$ cat src/sv/qva_pkg.sv
// Shared types and constants for the vertical acceleration pipeline.
`default_nettype none

package qva_pkg;

    localparam int GRAV_W = 36;  // gravity component, Q30
    localparam int DIFF_W = 47;  // accel minus gravity, Q30
    localparam int PROD_W = 83;  // one Q60 product
    localparam int DOT_W  = 85;  // Q60 dot product
    localparam int D16_W  = 41;  // dot product, Q16
    localparam int MUL_W  = 62;  // scaled dot product, Q32
    localparam int SHR_W  = 46;  // scaled dot product, Q16

    localparam logic [3:0] ACC_SHIFT_RST = 4'd14;
    localparam logic [4:0] Q30_BITS      = 5'd30;
    localparam logic signed [GRAV_W-1:0] GRAV_ONE = 36'sd1073741824;
    localparam logic signed [20:0]       G_Q16    = 21'sd642689;

    typedef struct packed {
        logic signed [31:0] quat_w;
        logic signed [31:0] quat_x;
        logic signed [31:0] quat_y;
        logic signed [31:0] quat_z;
        logic signed [15:0] accel_x;
        logic signed [15:0] accel_y;
        logic signed [15:0] accel_z;
    } t_req;

    typedef struct packed {
        logic signed [31:0] vertical_accel;
        logic               saturated;
    } t_rsp;

    typedef struct packed {
        logic signed [GRAV_W-1:0] grav_x;
        logic signed [GRAV_W-1:0] grav_y;
        logic signed [GRAV_W-1:0] grav_z;
        logic signed [15:0]       accel_x;
        logic signed [15:0]       accel_y;
        logic signed [15:0]       accel_z;
    } t_grav;

endpackage

`default_nettype wire

$ cat src/sv/qva_scale.sv
// Scale to m/s^2, saturate, output register.
`default_nettype none

module qva_scale import qva_pkg::*; (
    input  logic                    i_clk,
    input  logic                    i_rst_n,
    input  logic                    i_valid,
    output logic                    o_ready,
    input  logic signed [D16_W-1:0] i_d16,
    output logic                    o_valid,
    input  logic                    i_ready,
    output t_rsp                    o_rsp
);

    logic en7, en8;
    logic r_v7, r_v8;
    logic signed [MUL_W-1:0] n_m, r_m;
    logic signed [SHR_W-1:0] shr;
    logic fits;
    t_rsp n_rsp, r_rsp;

    assign en8 = !r_v8 || i_ready;
    assign en7 = !r_v7 || en8;
    assign o_ready = en7;
    assign o_valid = r_v8;
    assign o_rsp   = r_rsp;

    assign n_m = i_d16 * G_Q16;

    always_comb begin
        shr  = r_m[MUL_W-1:16];
        fits = (shr[SHR_W-1:31] == '0) || (shr[SHR_W-1:31] == '1);
        if (fits) begin
            n_rsp.vertical_accel = shr[31:0];
            n_rsp.saturated      = 1'b0;
        end else begin
            n_rsp.vertical_accel = shr[SHR_W-1] ? 32'sh8000_0000 : 32'sh7fff_ffff;
            n_rsp.saturated      = 1'b1;
        end
    end

    always_ff @(posedge i_clk) begin
        if (!i_rst_n) begin
            r_v7 <= 1'b0;
            r_v8 <= 1'b0;
        end else begin
            if (en7) begin
                r_v7 <= i_valid;
            end
            if (en8) begin
                r_v8 <= r_v7;
            end
        end
    end

    always_ff @(posedge i_clk) begin
        if (en7) begin
            r_m <= n_m;
        end
        if (en8) begin
            r_rsp <= n_rsp;
        end
    end

endmodule

`default_nettype wire

$ cat config.mk
export PLATFORM = sky130hd
export DESIGN_NAME = qva_scale
export DESIGN_NICKNAME = d
export VERILOG_FILES = /design/src/sv/qva_pkg.sv /design/src/sv/qva_scale.sv
export SDC_FILE = /design/constraint.sdc
export NUM_CORES = 1
export LEC_CHECK = 0
export BUFFER_PORTS_ARGS = -buffer_cell sky130_fd_sc_hd__buf_2
export CORE_MARGIN = 4
export CORE_UTILIZATION = 50
export DETAILED_ROUTE_END_ITERATION = 7
export GPL_TIMING_DRIVEN = 0
export PLACE_DENSITY = 0.67
export SLEW_MARGIN = 5
export SYNTH_ARGS = -nofsm -noshare
export SYNTH_HDL_FRONTEND = slang
export SYNTH_SLANG_ARGS = --single-unit
$ cat constraint.sdc
create_clock -name i_clk -period 6.5 [get_ports i_clk]
set_input_delay 0 -clock i_clk [delete_from_list [all_inputs] [get_ports i_clk]]
set_output_delay 0 -clock i_clk [all_outputs]
set_load 0.02 [all_outputs]
## Yosys cells after proc, flatten, opt, wreduce, memory -nomap -nowiden

Cells that the tools add are included.

- Multipliers: 1
- Mux-type cells: 2
- Eq/ne operators: 1
- Reduce and logical (&&, ||, !) cells: 6

Operator list:

| kind | count |
|---|---|
| $mul A41 B21 Y62 const B | 1 |
| $mux W33 | 1 |
| $mux W32 | 1 |
| $eq A15 B15 Y1 const B | 1 |
| $logic_not A15 Y1 | 1 |
| $logic_or A1 B1 Y1 | 3 |
| $logic_not A1 Y1 | 2 |

- Register bits: 97
- Bits of input ports: 45

## Depth between registers and ports, before layout

- Depth in word-level cells: 3
- Depth in mapped cells: 21
- Mapped depth without buffers: 21

## Worst setup path before layout

No wires, ideal clock.

- Path type: input -> register
- Start: input port i_d16[12]
- End: register r_m[44], data pin
- Buffers on the path: 0
- Stages: 18
- Arrival: 5159 ps
- Required time: 6242 ps
- Path slack: 1084 ps
- Library setup time: 258 ps
- Cell sequence: inv_1 > fa_1 > fa_1 > inv_1 > fa_1 > fa_1 > fa_1 > fa_1 > ha_1 > ha_1 > a21oi_1 > o21ai_0 > a31oi_2 > o211ai_4 > a2111o_1 > a31oi_1 > a21oi_1 > xnor2_1

- Cells in the longest elaborated chain, start to end: 1

Ends and longest elaborated chain:

| item | RTL line | RTL |
|---|---|---|
| start: declaration | qva_scale.sv:9 | `input logic signed [D16_W-1:0] i_d16,` |
| $mul A41 B21 Y62 | qva_scale.sv:28 | `assign n_m = i_d16 * G_Q16;` |
| named net n_m[44] | qva_scale.sv:17 | `logic signed [MUL_W-1:0] n_m, r_m;` |
| end signal: assignment | qva_scale.sv:58 | `r_m <= n_m;` |
| end: declaration | qva_scale.sv:17 |  |

The timed path passes the listed nets, and every way through them passes these cells.
A chain may end at the register's enable or synchronous reset.

## Final worst setup path

- Start: input port i_d16[40]
- End: register r_m[60], data pin

The elaborated chain is that of the path after synthesis.

==> flow_summary.json <==
{
  "status": "completed",
  "finalHoldViolCount": 0,
  "clock_sinks": 81,
  "postLayoutCoreUtil": 0.551,
  "viasPerCell": 5.30,
  "routed_wl_um": 30800,
  "synth_area_leaders": "fa_1 37%, ha_1 25%, edfxtp_1 16%, inv_1 6.4%, a21o_1 2.2%",
  "end_kind": "register",
  "gp_congestion": 0.862,
  "async_flop_share": 0,
  "clockBufferDepth": 2,
  "yosysWarnings": 0,
  "setup_viol": 0,
  "ys_ff_latch": 81,
  "fin_crit_sh": 0.939,
  "cp_data_required_time_ps": 6700,
  "num-fill-cells": 2577,
  "hp-class": "in2reg",
  "core-area_mm2": 0.0297,
  "synth_area_mm2": 0.0151,
  "drive_gt1_frac": 0.0889,
  "synth_edf_count": 79,
  "dp_hpwl_um": 26900,
  "crit_family": "adder cells",
  "max_stage_delay_ps": 540,
  "syn2layout_area_growth_pct": 8.23,
  "ant_nets": 0,
  "clock_latency_ps": 340,
  "fmax_mhz": 164,
  "globalRoute.totalOverflow": 0,
  "rsz0062_at_grt": "no",
  "io_buffer_count": 79,
  "synth_top_area_share": 0.375,
  "crit_slowest_cell": "buf_2",
  "vias": 9343,
  "crit_chain": "buf_2 > clkbuf_1 > inv_1 > fa_1 > xnor2_1 > xnor2_1 > fa_1 > inv_1 > fa_1 > fa_1 > fa_1 > ha_1 > ha_1 > a21o_1 > a21o_1 > a21o_1 > a21o_1 > a21oi_1 > o21ai_1 > or3b_1 > a31o_1 > nand3_1",
  "hold_ws_ps": 31.4,
  "dieArea_mm2": 0.0331,
  "synth_ff_type": "edfxtp_1",
  "period_needed_ps": 6100,
  "htree_levels": 3,
  "drcViolationCount": 0,
  "cp.arrival_ps": 6310,
  "drt_iter0_drc": 397,
  "antenna_found_initial": 0,
  "cts_made_buffers": 9,
  "syn_nets": 1902,
  "critPathKind": "in2reg",
  "critPathMaxFanout": 33,
  "cts_tree": "yes",
  "path_buf_inv": 4,
  "slew_violations": 0,
  "die-width_um": 182,
  "track_usage": 0.195,
  "initial_core_util": 0.509,
  "layout.nets": 1995,
  "post-place-ws_ps": -8.22,
  "relSlewSlack": 0.149,
  "synth-seq-area-share": 0.160,
  "placementRows": 63,
  "holdBufCountCts": 2,
  "clock-root-buffer": "clkbuf_16",
  "n_antenna_cell": 0,
  "tns_ps": 0,
  "clock-skew-final_ps": 10.4,
  "drt-pass1-iter-count": 5,
  "grt_pass1_wl_um": 51700,
  "synth_top_area_cell": "fa_1",
  "grt_max_degree": 41,
  "yosysMostFrequentCell": "ha_1",
  "tightest_slew_ps": 1280,
  "wl_per_cell_um": 17.5,
  "crit_path_frequent_cell": "fa_1",
  "synth_area_per_cell_um2": 11.9,
  "ys_types": 60,
  "layout_setup_ws_ps": 397,
  "max-cap-violations": 0,
  "io-pin-count": 80,
  "critPathLaunchType": "input port",
  "clk_pin_slew_ps": 60,
  "die_h_um": 182,
  "cts_setup_buffers": 0,
  "grt_pass1_vias": 10200,
  "postCtsResizedCells": 0,
  "postSynthCellCount": 1274,
  "synth_commonest_cells": "300 x ha_1, 283 x fa_1, 257 x inv_1"
}
sequential cells by signal (all words and copies together), names as in the netlist:
signal	cells
r_v7	1
o_valid	1
o_rsp	33
r_m	46
worst register-to-register path, delay by kind of cell (launching register included):
family          cells  cell delay, ps
flops               1             400
simple gates        1             100
buf+inv             1             420
compound gates      2            1350
worst paths after layout:
path	slack, ps	startpoint	end	depth (start not counted)
max	400	i_d16[40]	r_m[60]	22
max reg2reg	4080	r_m[61]	o_rsp[14]	4
min reg2reg	520	r_m[22]	o_rsp[7]	1
min	30	i_ready	o_valid	3
cells in the final DEF, fill, tap and decap left out, types with 4 or more instances in the layout:
cell type / n
a21o_1: 45
a21oi_1: 48
a21oi_2: 6
a31oi_1: 7
and3_1: 7
buf_2: 79
clkbuf_1: 11
clkbuf_16: 9
edfxtp_1: 79
fa_1: 283
ha_1: 300
inv_1: 257
nand2_1: 34
nand2b_1: 5
nand3_1: 10
nand4_1: 11
nor2_1: 19
nor2b_1: 10
nor3_1: 7
nor4_1: 4
o21ai_0: 18
o21ai_1: 10
o21bai_1: 4
or2_2: 6
xnor2_1: 34
xor2_1: 16
metrics by stage:
stage / instance area [um^2] / instances
detailed placement: 16000 / 1744
floorplan: 15100 / 1274
global placement: 16000 / 1743
CTS: 16400 / 1762
finish: 16400 / 1762
global route: 16400 / 1762
kinds of logic after synthesis:
| logic type | count (synthesis) | synth area share |
|---|---|---|
| AND/OR/NAND/NOR | 123 | 0.0420 |
| adder cells (fa/ha/maj) | 583 | 0.623 |
| flip-flops | 81 | 0.160 |
| buffers and inverters | 268 | 0.0666 |
| XOR/XNOR | 50 | 0.0290 |
| AO/OA/AOI/OAI | 169 | 0.0798 |
final cells by class:
| type | instances | area [um^2] | area share |
|---|---|---|---|
| Sequential cell | 81 | 2410 | 0.147 |
| Clock buffer | 9 | 225 | 0.0138 |
| Inverter | 257 | 965 | 0.0590 |
| Timing Repair Buffer | 82 | 435 | 0.0266 |
| Multi-Input combinational cell | 925 | 11700 | 0.715 |
| Tap cell | 390 | 488 | 0.0298 |
| Buffer | 11 | 41.3 | 0.00252 |
| Clock inverter | 7 | 92.6 | 0.00566 |
layer usage:
| metal | share of wire | global-route usage | vias to the layer above |
|---|---|---|---|
| li1 | - | - | 4416 |
| met1 | 0.48 | 0.281 | 4749 |
| met2 | 0.48 | 0.324 | 156 |
| met3 | 0.037 | 0.0270 | 22 |
| met4 | 0.013 | 0.0309 | 0 |
| met5 | 0 | 0 | - |
Power is not shown: default switching activity piles up to over one toggle a cycle in this logic, so the estimate is an artifact.
